$ cat config.mk
export PLATFORM = sky130hd
export DESIGN_NAME = adc_sample_acquisition_supervisor_unit
export DESIGN_NICKNAME = d
export VERILOG_FILES = /design/src/sv/adcsup_pkg.sv /design/src/sv/adcsup_cfg.sv /design/src/sv/adcsup_core.sv /design/src/sv/adc_sample_acquisition_supervisor_unit.sv
export SDC_FILE = /design/constraint.sdc
export NUM_CORES = 1
export LEC_CHECK = 0
export BUFFER_PORTS_ARGS = -buffer_cell sky130_fd_sc_hd__buf_4
export CELL_PAD_IN_SITES_DETAIL_PLACEMENT = 0
export CELL_PAD_IN_SITES_GLOBAL_PLACEMENT = 1
export CORE_ASPECT_RATIO = 1.4
export CORE_MARGIN = 3
export CORE_UTILIZATION = 45
export CTS_BUF_LIST = sky130_fd_sc_hd__clkbuf_8
export CTS_CLUSTER_DIAMETER = 200
export DETAILED_ROUTE_END_ITERATION = 7
export GPL_TIMING_DRIVEN = 0
export PLACE_DENSITY_LB_ADDON = 0.1
export SYNTH_ARGS = -nofsm -noshare
export SYNTH_HDL_FRONTEND = slang
export SYNTH_SLANG_ARGS = --single-unit
$ cat constraint.sdc
create_clock -name clk -period 12.1 [get_ports clk]
set_input_delay 1.21 -clock clk [delete_from_list [all_inputs] [get_ports clk]]
set_output_delay 1.21 -clock clk [all_outputs]
set_load 0.02 [all_outputs]
$ cat src/sv/adcsup_pkg.sv
`default_nettype none
package adcsup_pkg;

  localparam int RAW_W = 12;
  localparam int CNT_W = 32;
  localparam int TIME_W = 32;
  localparam int CFG_W = 16;
  localparam int NUM_CNT = 5;

  localparam logic [CFG_W-1:0] PERIOD_RST = 16'd5;
  localparam logic [CFG_W-1:0] TIMEOUT_RST = 16'd50;

  localparam logic [2:0] CNT_INIT = 3'd0;
  localparam logic [2:0] CNT_START = 3'd1;
  localparam logic [2:0] CNT_TIMEOUT = 3'd2;
  localparam logic [2:0] CNT_LATE = 3'd3;
  localparam logic [2:0] CNT_IRQ = 3'd4;

  typedef enum logic [2:0] {
    ACT_INIT    = 3'd0,
    ACT_SERVICE = 3'd1,
    ACT_IRQ     = 3'd2,
    ACT_ERROR   = 3'd3,
    ACT_READ    = 3'd4
  } action_t;

  typedef enum logic [1:0] {
    CMD_NONE  = 2'd0,
    CMD_START = 2'd1,
    CMD_STOP  = 2'd2
  } cmd_t;

  typedef struct packed {
    logic [2:0]        action;
    logic [TIME_W-1:0] now_ms;
    logic              init_ok;
    logic              start_ok;
    logic              overrun_flag;
    logic              conversion_done;
    logic [15:0]       conversion_data;
  } evt_t;

  typedef struct packed {
    logic [1:0]        adc_command;
    logic [RAW_W-1:0]  published_raw;
    logic [TIME_W-1:0] published_time;
    logic [CNT_W-1:0]  published_seq;
    logic              published_valid;
    logic              block_ready;
    logic              pending_now;
    logic [CNT_W-1:0]  init_error_count;
    logic [CNT_W-1:0]  start_error_count;
    logic [CNT_W-1:0]  timeout_count;
    logic [CNT_W-1:0]  late_irq_count;
    logic [CNT_W-1:0]  irq_error_count;
  } res_t;

  typedef struct packed {
    logic [CFG_W-1:0] request_period_ms;
    logic [CFG_W-1:0] sample_timeout_ms;
  } cfg_t;

endpackage
`default_nettype wire

$ cat src/sv/adcsup_cfg.sv
`default_nettype none
module adcsup_cfg
  import adcsup_pkg::*;
(
  input  wire logic        clk,
  input  wire logic        rst_n,
  input  wire logic        cfg_psel,
  input  wire logic        cfg_penable,
  input  wire logic        cfg_pwrite,
  input  wire logic [2:0]  cfg_paddr,
  input  wire logic [31:0] cfg_pwdata,
  output      logic [31:0] cfg_prdata,
  output      logic        cfg_pready,
  output      cfg_t        cfg
);

  logic [CFG_W-1:0] period_r;
  logic [CFG_W-1:0] timeout_r;
  logic             wr_en;

  assign cfg_pready = 1'b1;
  assign wr_en = cfg_psel && cfg_penable && cfg_pwrite && cfg_pready;

  always_ff @(posedge clk) begin
    if (!rst_n) begin
      period_r <= PERIOD_RST;
      timeout_r <= TIMEOUT_RST;
    end else if (wr_en) begin
      if (cfg_paddr[2]) begin
        timeout_r <= cfg_pwdata[CFG_W-1:0];
      end else begin
        period_r <= cfg_pwdata[CFG_W-1:0];
      end
    end
  end

  assign cfg_prdata = cfg_paddr[2] ? {{(32-CFG_W){1'b0}}, timeout_r}
                                   : {{(32-CFG_W){1'b0}}, period_r};

  assign cfg.request_period_ms = period_r;
  assign cfg.sample_timeout_ms = timeout_r;

endmodule
`default_nettype wire

$ cat src/sv/adcsup_core.sv
`default_nettype none
module adcsup_core
  import adcsup_pkg::*;
(
  input  wire logic clk,
  input  wire logic rst_n,
  input  wire logic step,
  input  wire evt_t evt,
  input  wire cfg_t cfg,
  output      res_t res_nxt
);

  logic              ready_r, ready_nxt;
  logic              pending_r, pending_nxt;
  logic              seen_r, seen_nxt;
  logic              ok_r, ok_nxt;
  logic [TIME_W-1:0] req_time_r, req_time_nxt;
  logic [RAW_W-1:0]  raw_r, raw_nxt;
  logic [TIME_W-1:0] stamp_r, stamp_nxt;
  logic [CNT_W-1:0]  seq_r, seq_nxt;
  logic [CNT_W-1:0]  cnt_r [NUM_CNT];
  logic [CNT_W-1:0]  cnt_nxt [NUM_CNT];

  logic [TIME_W-1:0] age;
  logic [TIME_W-1:0] sample_age;
  logic              age_tmo;
  logic              age_per;
  logic              fresh;
  logic              fail;
  logic              valid;
  cmd_t              cmd;

  assign age = evt.now_ms - req_time_r;
  assign sample_age = evt.now_ms - stamp_r;
  assign age_tmo = age >= {{(TIME_W-CFG_W){1'b0}}, cfg.sample_timeout_ms};
  assign age_per = age >= {{(TIME_W-CFG_W){1'b0}}, cfg.request_period_ms};
  assign fresh = sample_age[TIME_W-1] ||
                 (sample_age < {{(TIME_W-CFG_W){1'b0}}, cfg.sample_timeout_ms});

  always_comb begin
    ready_nxt = ready_r;
    pending_nxt = pending_r;
    seen_nxt = seen_r;
    ok_nxt = ok_r;
    req_time_nxt = req_time_r;
    raw_nxt = raw_r;
    stamp_nxt = stamp_r;
    seq_nxt = seq_r;
    cnt_nxt = cnt_r;
    cmd = CMD_NONE;
    fail = 1'b0;
    case (evt.action)
      ACT_INIT: begin
        if (!pending_r) begin
          ready_nxt = evt.init_ok;
          ok_nxt = 1'b0;
          seen_nxt = 1'b0;
          if (!evt.init_ok) begin
            cnt_nxt[CNT_INIT] = cnt_r[CNT_INIT] + 32'd1;
            fail = 1'b1;
          end
        end
      end
      ACT_SERVICE: begin
        if (ready_r) begin
          if (pending_r) begin
            if (age_tmo) begin
              cnt_nxt[CNT_TIMEOUT] = cnt_r[CNT_TIMEOUT] + 32'd1;
              fail = 1'b1;
              cmd = CMD_STOP;
            end
          end else if (!seen_r || age_per) begin
            req_time_nxt = evt.now_ms;
            seen_nxt = 1'b1;
            pending_nxt = 1'b1;
            if (evt.start_ok) begin
              cmd = CMD_START;
            end else begin
              cnt_nxt[CNT_START] = cnt_r[CNT_START] + 32'd1;
              fail = 1'b1;
              cmd = CMD_STOP;
            end
          end
        end
      end
      ACT_IRQ: begin
        if (!ready_r || !pending_r) begin
          cnt_nxt[CNT_LATE] = cnt_r[CNT_LATE] + 32'd1;
        end else if (evt.overrun_flag) begin
          cnt_nxt[CNT_IRQ] = cnt_r[CNT_IRQ] + 32'd1;
          fail = 1'b1;
        end else if (age_tmo) begin
          cnt_nxt[CNT_TIMEOUT] = cnt_r[CNT_TIMEOUT] + 32'd1;
          fail = 1'b1;
        end else if (evt.conversion_done) begin
          raw_nxt = evt.conversion_data[RAW_W-1:0];
          stamp_nxt = evt.now_ms;
          seq_nxt = seq_r + 32'd1;
          ok_nxt = 1'b1;
          pending_nxt = 1'b0;
        end
      end
      ACT_ERROR: begin
        cnt_nxt[CNT_IRQ] = cnt_r[CNT_IRQ] + 32'd1;
        fail = 1'b1;
      end
      default: begin
      end
    endcase
    if (fail) begin
      ok_nxt = 1'b0;
      ready_nxt = 1'b0;
      pending_nxt = 1'b0;
    end
    valid = ok_nxt;
    if ((evt.action == ACT_READ) && (!ready_nxt || !fresh)) begin
      valid = 1'b0;
    end
  end

  always_ff @(posedge clk) begin
    if (!rst_n) begin
      ready_r <= 1'b0;
      pending_r <= 1'b0;
      seen_r <= 1'b0;
      ok_r <= 1'b0;
      req_time_r <= '0;
      raw_r <= '0;
      stamp_r <= '0;
      seq_r <= '0;
      for (int i = 0; i < NUM_CNT; i++) begin
        cnt_r[i] <= '0;
      end
    end else if (step) begin
      ready_r <= ready_nxt;
      pending_r <= pending_nxt;
      seen_r <= seen_nxt;
      ok_r <= ok_nxt;
      req_time_r <= req_time_nxt;
      raw_r <= raw_nxt;
      stamp_r <= stamp_nxt;
      seq_r <= seq_nxt;
      cnt_r <= cnt_nxt;
    end
  end

  assign res_nxt.adc_command = cmd;
  assign res_nxt.published_raw = raw_nxt;
  assign res_nxt.published_time = stamp_nxt;
  assign res_nxt.published_seq = seq_nxt;
  assign res_nxt.published_valid = valid;
  assign res_nxt.block_ready = ready_nxt;
  assign res_nxt.pending_now = pending_nxt;
  assign res_nxt.init_error_count = cnt_nxt[CNT_INIT];
  assign res_nxt.start_error_count = cnt_nxt[CNT_START];
  assign res_nxt.timeout_count = cnt_nxt[CNT_TIMEOUT];
  assign res_nxt.late_irq_count = cnt_nxt[CNT_LATE];
  assign res_nxt.irq_error_count = cnt_nxt[CNT_IRQ];

endmodule
`default_nettype wire

$ cat src/sv/adc_sample_acquisition_supervisor_unit.sv
// Channel  Dir  Handshake                   Payload
// in_      in   in_tvalid / in_tready       in_tuser (action), in_tdata (event fields)
// out_     out  out_tvalid / out_tready     out_tdata (command, sample, flags, counters)
// cfg_     in   APB psel/penable, pready=1  request period, sample timeout
//
// One event per clock sustained while out_tready is high; every event gives exactly one result.
// An event passes the input register, then the state update into the result register.
// A stalled result holds in the output register while one more event waits in the
// input register. Synchronous active-low reset clears all flags, the sample and counters.
`default_nettype none
module adc_sample_acquisition_supervisor_unit
  import adcsup_pkg::*;
(
  input  wire logic         clk,
  input  wire logic         rst_n,
  input  wire logic         in_tvalid,
  output      logic         in_tready,
  // [2:0] action
  input  wire logic [2:0]   in_tuser,
  // [31:0] now_ms, [32] init_ok, [33] start_ok, [34] overrun_flag,
  // [35] conversion_done, [51:36] conversion_data, [55:52] zero
  input  wire logic [55:0]  in_tdata,
  output      logic         out_tvalid,
  input  wire logic         out_tready,
  // [1:0] adc_command, [13:2] published_raw, [45:14] published_time,
  // [77:46] published_seq, [78] published_valid, [79] block_ready,
  // [80] pending_now, [112:81] init_error_count, [144:113] start_error_count,
  // [176:145] timeout_count, [208:177] late_irq_count,
  // [240:209] irq_error_count, [247:241] zero
  output      logic [247:0] out_tdata,
  input  wire logic         cfg_psel,
  input  wire logic         cfg_penable,
  input  wire logic         cfg_pwrite,
  input  wire logic [2:0]   cfg_paddr,
  input  wire logic [31:0]  cfg_pwdata,
  output      logic [31:0]  cfg_prdata,
  output      logic         cfg_pready
);

  cfg_t cfg;
  evt_t evt_r;
  logic in_valid_r;
  res_t res_nxt;
  res_t res_r;
  logic out_valid_r;
  logic step;

  adcsup_cfg u_cfg (
    .clk         (clk),
    .rst_n       (rst_n),
    .cfg_psel    (cfg_psel),
    .cfg_penable (cfg_penable),
    .cfg_pwrite  (cfg_pwrite),
    .cfg_paddr   (cfg_paddr),
    .cfg_pwdata  (cfg_pwdata),
    .cfg_prdata  (cfg_prdata),
    .cfg_pready  (cfg_pready),
    .cfg         (cfg)
  );

  assign step = in_valid_r && (!out_valid_r || out_tready);
  assign in_tready = !in_valid_r || step;

  always_ff @(posedge clk) begin
    if (!rst_n) begin
      in_valid_r <= 1'b0;
    end else if (in_tready) begin
      in_valid_r <= in_tvalid;
    end
  end

  always_ff @(posedge clk) begin
    if (in_tready && in_tvalid) begin
      evt_r.action <= in_tuser;
      evt_r.now_ms <= in_tdata[31:0];
      evt_r.init_ok <= in_tdata[32];
      evt_r.start_ok <= in_tdata[33];
      evt_r.overrun_flag <= in_tdata[34];
      evt_r.conversion_done <= in_tdata[35];
      evt_r.conversion_data <= in_tdata[51:36];
    end
  end

  adcsup_core u_core (
    .clk     (clk),
    .rst_n   (rst_n),
    .step    (step),
    .evt     (evt_r),
    .cfg     (cfg),
    .res_nxt (res_nxt)
  );

  always_ff @(posedge clk) begin
    if (!rst_n) begin
      out_valid_r <= 1'b0;
    end else if (step) begin
      out_valid_r <= 1'b1;
    end else if (out_tready) begin
      out_valid_r <= 1'b0;
    end
  end

  always_ff @(posedge clk) begin
    if (step) begin
      res_r <= res_nxt;
    end
  end

  assign out_tvalid = out_valid_r;
  assign out_tdata = {
    7'd0,
    res_r.irq_error_count,
    res_r.late_irq_count,
    res_r.timeout_count,
    res_r.start_error_count,
    res_r.init_error_count,
    res_r.pending_now,
    res_r.block_ready,
    res_r.published_valid,
    res_r.published_seq,
    res_r.published_time,
    res_r.published_raw,
    res_r.adc_command
  };

endmodule
`default_nettype wire

==> results of run 1 <==
-- metal layers --
layer	track usage	vias up
li1	-	12050
met1	0.2985	11770
met2	0.4771	693
met3	0.03307	154
met4	0.09264	0
met5	0	-
-- through the flow --
step	worst slack [ps]	cell area [µm²]	power, W	cells
6_report	5726	36040	0.004449	4575
4_1_cts	5708	36030	0.004513	4572
3_5_place_dp	5751	34020	0.002683	4392
3_3_place_gp	-1968	33900	0.002691	4386
2_1_floorplan	2433	30350	0.002507	3207
5_1_grt	5335	36040	0.004635	4574
-- final timing paths --
| kind | from | endpoint | slack [ps] | depth (start not counted) |
|---|---|---|---|---|
| max | evt_r[20] | out_tdata[78] | 5730 | 23 |
| min | u_core.stamp_r[13] | u_core.stamp_r[13] | 450 | 2 |
| max reg2reg | evt_r[20] | out_tdata[78] | 5730 | 23 |
| min reg2reg | u_core.stamp_r[13] | u_core.stamp_r[13] | 450 | 2 |
-- area by class of cell --
| type | count | area, µm² | area share |
|---|---|---|---|
| multi-input combinational | 2299 | 14120 | 0.3919 |
| inverter | 135 | 506.7 | 0.01406 |
| tap | 847 | 1060 | 0.02941 |
| clock inverter | 71 | 510.5 | 0.01416 |
| sequential | 598 | 14890 | 0.4133 |
| clock buffer | 109 | 1500 | 0.04163 |
| timing repair buffer | 338 | 2613 | 0.07249 |
| buffer | 175 | 824.5 | 0.02288 |
| antenna | 3 | 7.507 | 0.0002083 |
-- cell usage in the layout, fill, tap and decap left out, types with 8 or more instances in the layout --
cell / instances
or4_1: 20
edfxtp_1: 292
a21o_1: 32
xnor2_1: 133
and4_1: 8
o21a_1: 11
o211ai_1: 14
nand2b_1: 33
inv_1: 161
or3_1: 84
clkinv_2: 15
nor2_1: 286
clkbuf_8: 109
xor2_1: 165
nand4_1: 63
or2_2: 9
clkbuf_1: 120
clkinv_1: 16
and3_1: 39
mux2_2: 23
nor2b_1: 20
o31ai_1: 24
a21oi_1: 241
nand3_1: 115
buf_2: 17
nand2_1: 425
conb_1: 24
ha_1: 115
nor4_1: 9
mux2i_1: 48
dfxtp_1: 306
o21ai_0: 152
nor3_1: 65
and2_1: 14
buf_4: 357
o21ai_1: 14
-- worst reg2reg max path, cell delays in order, from the launching register on --
cell and delay (ps):
edfxtp_1 430, inv_1 110, ha_1 170, inv_1 50, fa_1 400, a21o_1 190
a221oi_1 740, a21oi_1 190, o21ai_0 200, nand2b_1 100, a21oi_1 300, xnor2_1 170
ha_1 260, nor2b_1 130, o21ai_0 420, o211ai_1 170, nor2_1 140, o221ai_1 110
nor4_1 270, nand4_1 120, or4_1 520, nor4_1 330, a41oi_1 370, nor3b_1 280
-- registers in the layout, indices dropped and copies added (netlist names) --
name,count
out_tvalid,1
u_core.ready_r,1
in_valid_r,1
u_cfg.timeout_r,16
u_core.ok_r,1
u_core.stamp_r,32
evt_r,51
u_core.seq_r,32
out_tdata,241
u_core.raw_r,12
u_core.pending_r,1
u_core.cnt_r,160
u_core.seen_r,1
u_cfg.period_r,16
u_core.req_time_r,32
-- power by group through the flow --
stage / combinational (W) / clock, W / sequential [W]
floorplan: 0.000208 / 0 / 0.00230
global placement: 0.000421 / 0 / 0.00227
detailed placement: 0.000431 / 0 / 0.00225
CTS: 0.000432 / 0.00187 / 0.00221
global route: 0.000467 / 0.00196 / 0.00221
finish: 0.000429 / 0.00181 / 0.00221
-- kinds of logic (layout without fill, tap and decap cells) --
| kind of cell | count (synthesis) | in the layout | synth area share |
|---|---|---|---|
| fa+ha+maj | 117 | 117 | 0.04887 |
| compound gates | 566 | 566 | 0.1099 |
| other cells | 2 | 27 | 0.0002482 |
| flops | 598 | 598 | 0.4922 |
| mux | 71 | 71 | 0.02443 |
| buf+inv | 310 | 828 | 0.04395 |
| xor+xnor | 298 | 298 | 0.08624 |
| simple gates | 1223 | 1223 | 0.1942 |
==> flow_metrics.env, run 1 <==
export IMPL_n_fill_cell=6061
export IMPL_ys_warnings_count=0
export IMPL_crit_buf_inv=2
export IMPL_final_core_util=0.5463
export IMPL_power_density_nw_per_um2=123.5
export IMPL_clkLatencyLatePin_ps=720
export IMPL_dieArea_um2=70440
export IMPL_cts_buffer_depth=3
export IMPL_vias_per_cell=5.393
export IMPL_final_layout_size_suffix_gt1_frac=0.1573
export IMPL_maxCapViolCount=0
export IMPL_wire_per_inst_um=20.02
export IMPL_gr_total_overflow=0
export IMPL_arrival_ps=6920
export IMPL_core_area_um2=65970
export IMPL_yosysMostFrequentCell="nand2_1"
export IMPL_gp_congestion=0.9323
export IMPL_swShare=0.2558
export IMPL_synth_area_per_cell_um2=9.502
export IMPL_ys_ff_latch=598
export IMPL_grt_max_degree=52
export IMPL_min_period_ps=6374
export IMPL_area_growth_pct=19.09
export IMPL_drt_pass1_iterations=6
export IMPL_fmax_mhz=156.9
export IMPL_worstMarginPinSlew_ps=1242
export IMPL_intPower_w=0.003311
export IMPL_synthDistinctLibCells=89
export IMPL_slew_headroom=0.1646
export IMPL_grt_util_all_layers=0.2560
export IMPL_combPwrFrac=0.096
export IMPL_met3_length_mm=4.216
export IMPL_path_class="reg -> reg"
export IMPL_power_frac_clock=0.407
export IMPL_drc=0
export IMPL_io_pins=384
export IMPL_met1_length_mm=36.54
export IMPL_vdd_ir_drop_max_v=0.0001313
export IMPL_ctsResizeCount=0
export IMPL_cts_root_buf="clkbuf_8"
export IMPL_top_layer_used="met4"
export IMPL_synth_top_cell_area_share=0.2897
export IMPL_path_cells="inv_1 > ha_1 > inv_1 > fa_1 > a21o_1 > a221oi_1 > a21oi_1 > o21ai_0 > nand2b_1 > a21oi_1 > xnor2_1 > ha_1 > nor2b_1 > o21ai_0 > o211ai_1 > nor2_1 > o221ai_1 > nor4_1 > nand4_1 > or4_1 > nor4_1 > a41oi_1 > nor3b_1"
export IMPL_rsz0062_at_grt="no"
export IMPL_syn_inst=3185
export IMPL_start_util=0.4587
export IMPL_hpwl_mm=69.67
export IMPL_num_vias=24670
export IMPL_synth_edf_count=292
export IMPL_tritoncts="done"
export IMPL_grt_pass1_wl_mm=140.8
export IMPL_portBuffers=332
export IMPL_async_flop_share=0
export IMPL_syn_area_um2=30260
export IMPL_finalHoldViolations=0
export IMPL_setup_tns_ps=0
export IMPL_wl_met2_mm=47.79
export IMPL_finalSetupViolCount=0
export IMPL_grt_pass1_vias=24890
export IMPL_finalMaxSlewViolations=0
export IMPL_row_count=111
export IMPL_whs_ps=451.1
export IMPL_holdCritPathClass="reg -> reg"
export IMPL_antenna_found_initial=2
export IMPL_crit_family="compound AO/OA/AOI/OAI gates"
export IMPL_fp_dieH_um=312.8
export IMPL_cp_required_ps=12640
export IMPL_ant_nets=0
export IMPL_worstSetupStartpointType="register"
export IMPL_synth_commonest_cells="nand2_1 (425), dfxtp_1 (306), edfxtp_1 (292)"
export IMPL_h_tree_depth=3
export IMPL_status="completed"
export IMPL_power_leakage_nw=13.45
export IMPL_critPathMaxStageDelay_ps=740
export IMPL_slowest_stage="a221oi_1"
export IMPL_drt_wl_total_mm=91.59
export IMPL_ys_flop_type="dfxtp_1"
export IMPL_cts_buffers_inserted=95
export IMPL_power_switching_w=0.001138
export IMPL_seq_area_frac_synth=0.4922
export IMPL_yosys_area_top_type="edfxtp_1"
export IMPL_end_kind="register"
export IMPL_clk_pin_slew_ps=60
export IMPL_yosys_top_cells_area="edfxtp_1 (29%), dfxtp_1 (20%), nand2_1 (5.3%)"
export IMPL_seqPwrFrac=0.496
export IMPL_clock_skew_ps=36.81
export IMPL_cts_sinks=598
export IMPL_postCtsSetupBuffers=0
export IMPL_final_nets=3860
export IMPL_die_x_um=225.2
export IMPL_drt_iter0_markers=1296
export IMPL_post_route_period_util=0.5267
export IMPL_ctsHoldBuffers=0
export IMPL_crit_fanout=4
Power figures use the tool's default switching activity.
==> run 2, diff against run 1 <==
==> constraint.sdc (replaced) <==
create_clock -name clk -period 6.64 [get_ports clk]
set_input_delay 0.664 -clock clk [delete_from_list [all_inputs] [get_ports clk]]
set_output_delay 0.664 -clock clk [all_outputs]
set_load 0.02 [all_outputs]
==> run 2 against run 1 <==
Maximum frequency up 4.3%. Critical path depth unchanged. First-iteration DRC count up 13%. Flip-flop and latch count unchanged. Utilization down 0.28 points. Worst setup slack worse by 5200 ps. Final area down 0.52%. Global-route usage down 0.24 points.
==> flow_metrics.env, run 2 (synthesized netlist as in run 1, its figures left out) <==
export IMPL_drt_pass1_iterations=5
export IMPL_largest_register_ffs=241
export IMPL_end_kind="register"
export IMPL_combPwrFrac=0.099
export IMPL_top_layer_used="met4"
export IMPL_final_common_cell="nand2_1"
export IMPL_intPower_w=0.005836
export IMPL_cts_sinks=598
export IMPL_r2r_end="out_tdata[78]"
export IMPL_fp_dieH_um=312.8
export IMPL_finalSetupViolCount=0
export IMPL_vdd_ir_drop_max_v=0.0001300
export IMPL_swShare=0.2624
export IMPL_setup_tns_ps=0
export IMPL_met1_length_mm=36.40
export IMPL_drt_wl_total_mm=91.52
export IMPL_hpwl_mm=69.10
export IMPL_final_cells=4571
export IMPL_power_density_nw_per_um2=220.7
export IMPL_total_power_w=0.007912
export IMPL_power_switching_w=0.002077
export IMPL_num_vias=24790
export IMPL_vias_per_cell=5.423
export IMPL_power_frac_clock=0.393
export IMPL_min_to="evt_r[9]"
export IMPL_maxCapViolCount=0
export IMPL_ant_nets=0
export IMPL_status="completed"
export IMPL_min_delay_start="in_tdata[45]"
export IMPL_hold_depth=1
export IMPL_pre_cts_ws_ps=254.0
export IMPL_worstSetupStartpointType="register"
export IMPL_path_class="reg -> reg"
export IMPL_final_core_util=0.5435
export IMPL_core_area_um2=65970
export IMPL_cp_required_ps=7190
export IMPL_n_fill_cell=6040
export IMPL_crit_fanout=4
export IMPL_dpl_cell_count=4388
export IMPL_start_util=0.4587
export IMPL_grt_max_degree=94
export IMPL_die_x_um=225.2
export IMPL_holdCritPathClass="in -> reg"
export IMPL_slew_headroom=0.1485
export IMPL_final_nets=3856
export IMPL_arrival_ps=6660
export IMPL_reg2reg_depth=23
export IMPL_grt_pass1_vias=24700
export IMPL_met3_length_mm=4.455
export IMPL_gp_congestion=0.9209
export IMPL_cts_buffers_inserted=95
export IMPL_finalHoldViolations=0
export IMPL_row_count=111
export IMPL_postCtsSetupBuffers=0
export IMPL_drc=0
export IMPL_layout_area_seq_um2=14890
export IMPL_final_layout_size_suffix_gt1_frac=0.1551
export IMPL_setup_ws_ps=530.8
export IMPL_finalMaxSlewViolations=0
export IMPL_cts_root_buf="clkbuf_8"
export IMPL_io_pins=384
export IMPL_wl_met2_mm=47.36
export IMPL_wire_per_inst_um=20.02
export IMPL_multiInputGateArea_um2=14130
export IMPL_fmax_mhz=163.7
export IMPL_h_tree_depth=3
export IMPL_r2r_start="evt_r[20]"
export IMPL_grt_pass1_wl_mm=139.0
export IMPL_portBuffers=332
export IMPL_rsz0062_at_grt="no"
export IMPL_grt_util_all_layers=0.2535
export IMPL_tritoncts="done"
export IMPL_post_route_period_util=0.9201
export IMPL_dieArea_um2=70440
export IMPL_gr_total_overflow=0
export IMPL_clkLatencyLatePin_ps=720
export IMPL_clock_skew_ps=22.51
export IMPL_seqPwrFrac=0.509
export IMPL_drt_iter0_markers=1466
export IMPL_min_period_ps=6109
export IMPL_antenna_found_initial=4
export IMPL_worstMarginPinSlew_ps=1266
export IMPL_r2r_slack_ps=530
export IMPL_layout_common_cells="nand2_1 (425), buf_4 (357), dfxtp_1 (306)"
export IMPL_area_growth_pct=18.47
export IMPL_cts_buffer_depth=3
export IMPL_clk_pin_slew_ps=60
export IMPL_power_leakage_nw=13.40
[run 2: cell count changes in the layout (fill, tap and decap cells not counted), sizes merged]
cell	change
buf	-4
bufinv	-5
clkinv	-8
clkinvlp	-1
inv	+14
[run 2: how the worst max path moves through the flow]
stage,startpoint,end,cells past startpoint
global route,evt_r[20],out_tdata[78],23
CTS,evt_r[20],out_tdata[78],23
global placement,out_tready,u_core.seen_r,9
floorplan,out_tready,out_tdata[0],7
detailed placement,evt_r[20],out_tdata[78],23
finish,evt_r[20],out_tdata[78],23
[run 2: metrics by stage]
step / instance area (µm²) / hold WS [ps]
finish: 35850 / 119.1
global route: 35850 / 73.86
CTS: 35840 / 45.44
detailed placement: 33970 / 442.4
global placement: 33910 / 435.9
floorplan: 30350 / 429.4
[run 2: final cells by class]
| class | instances | share of cell area |
|---|---|---|
| Clock inverter | 71 | 0.01040 |
| Multi-Input combinational cell | 2299 | 0.3941 |
| Antenna cell | 3 | 0.0002094 |
| Timing Repair Buffer | 334 | 0.07105 |
| Inverter | 135 | 0.01413 |
| Tap cell | 847 | 0.02956 |
| Clock buffer | 109 | 0.04184 |
| Buffer | 175 | 0.02328 |
| Sequential cell | 598 | 0.4154 |
[run 2: repair_timing]
| item | CTS | global route |
|---|---|---|
| hold buffers | 0 | 0 |
| setup endpoints to repair | 0 | 1 |
| resized for setup | 0 | 1 |
[run 2: power by group through the flow]
stage,Sequential [W],Clock (W),Combinational [W]
detailed placement,0.00410,0,0.000781
global route,0.00403,0.00336,0.000849
CTS,0.00403,0.00320,0.000785
global placement,0.00412,0,0.000767
finish,0.00403,0.00311,0.000780
floorplan,0.00418,0,0.000379
[run 2: routing by layer]
metal  GRT usage  up-vias
li1            -    12060
met1      0.2949    11820
met2      0.4684      722
met3     0.03513      182
met4     0.09857        0
met5           0        -
[run 2: worst max-delay path: stages (launching register included)]
cell and delay (ps):
edfxtp_1 430, inv_1 110, ha_1 180, inv_1 60, fa_1 400, a21o_1 210
a221oi_2 490, a21oi_1 170, o21ai_0 220, nand2b_1 130, a21oi_1 310, xnor2_1 170
ha_1 260, nor2b_1 130, o21ai_0 360, o211ai_1 170, nor2_1 130, o221ai_1 110
nor4_1 290, nand4_1 130, or4_1 520, nor4_1 330, a41oi_1 360, nor3b_1 290
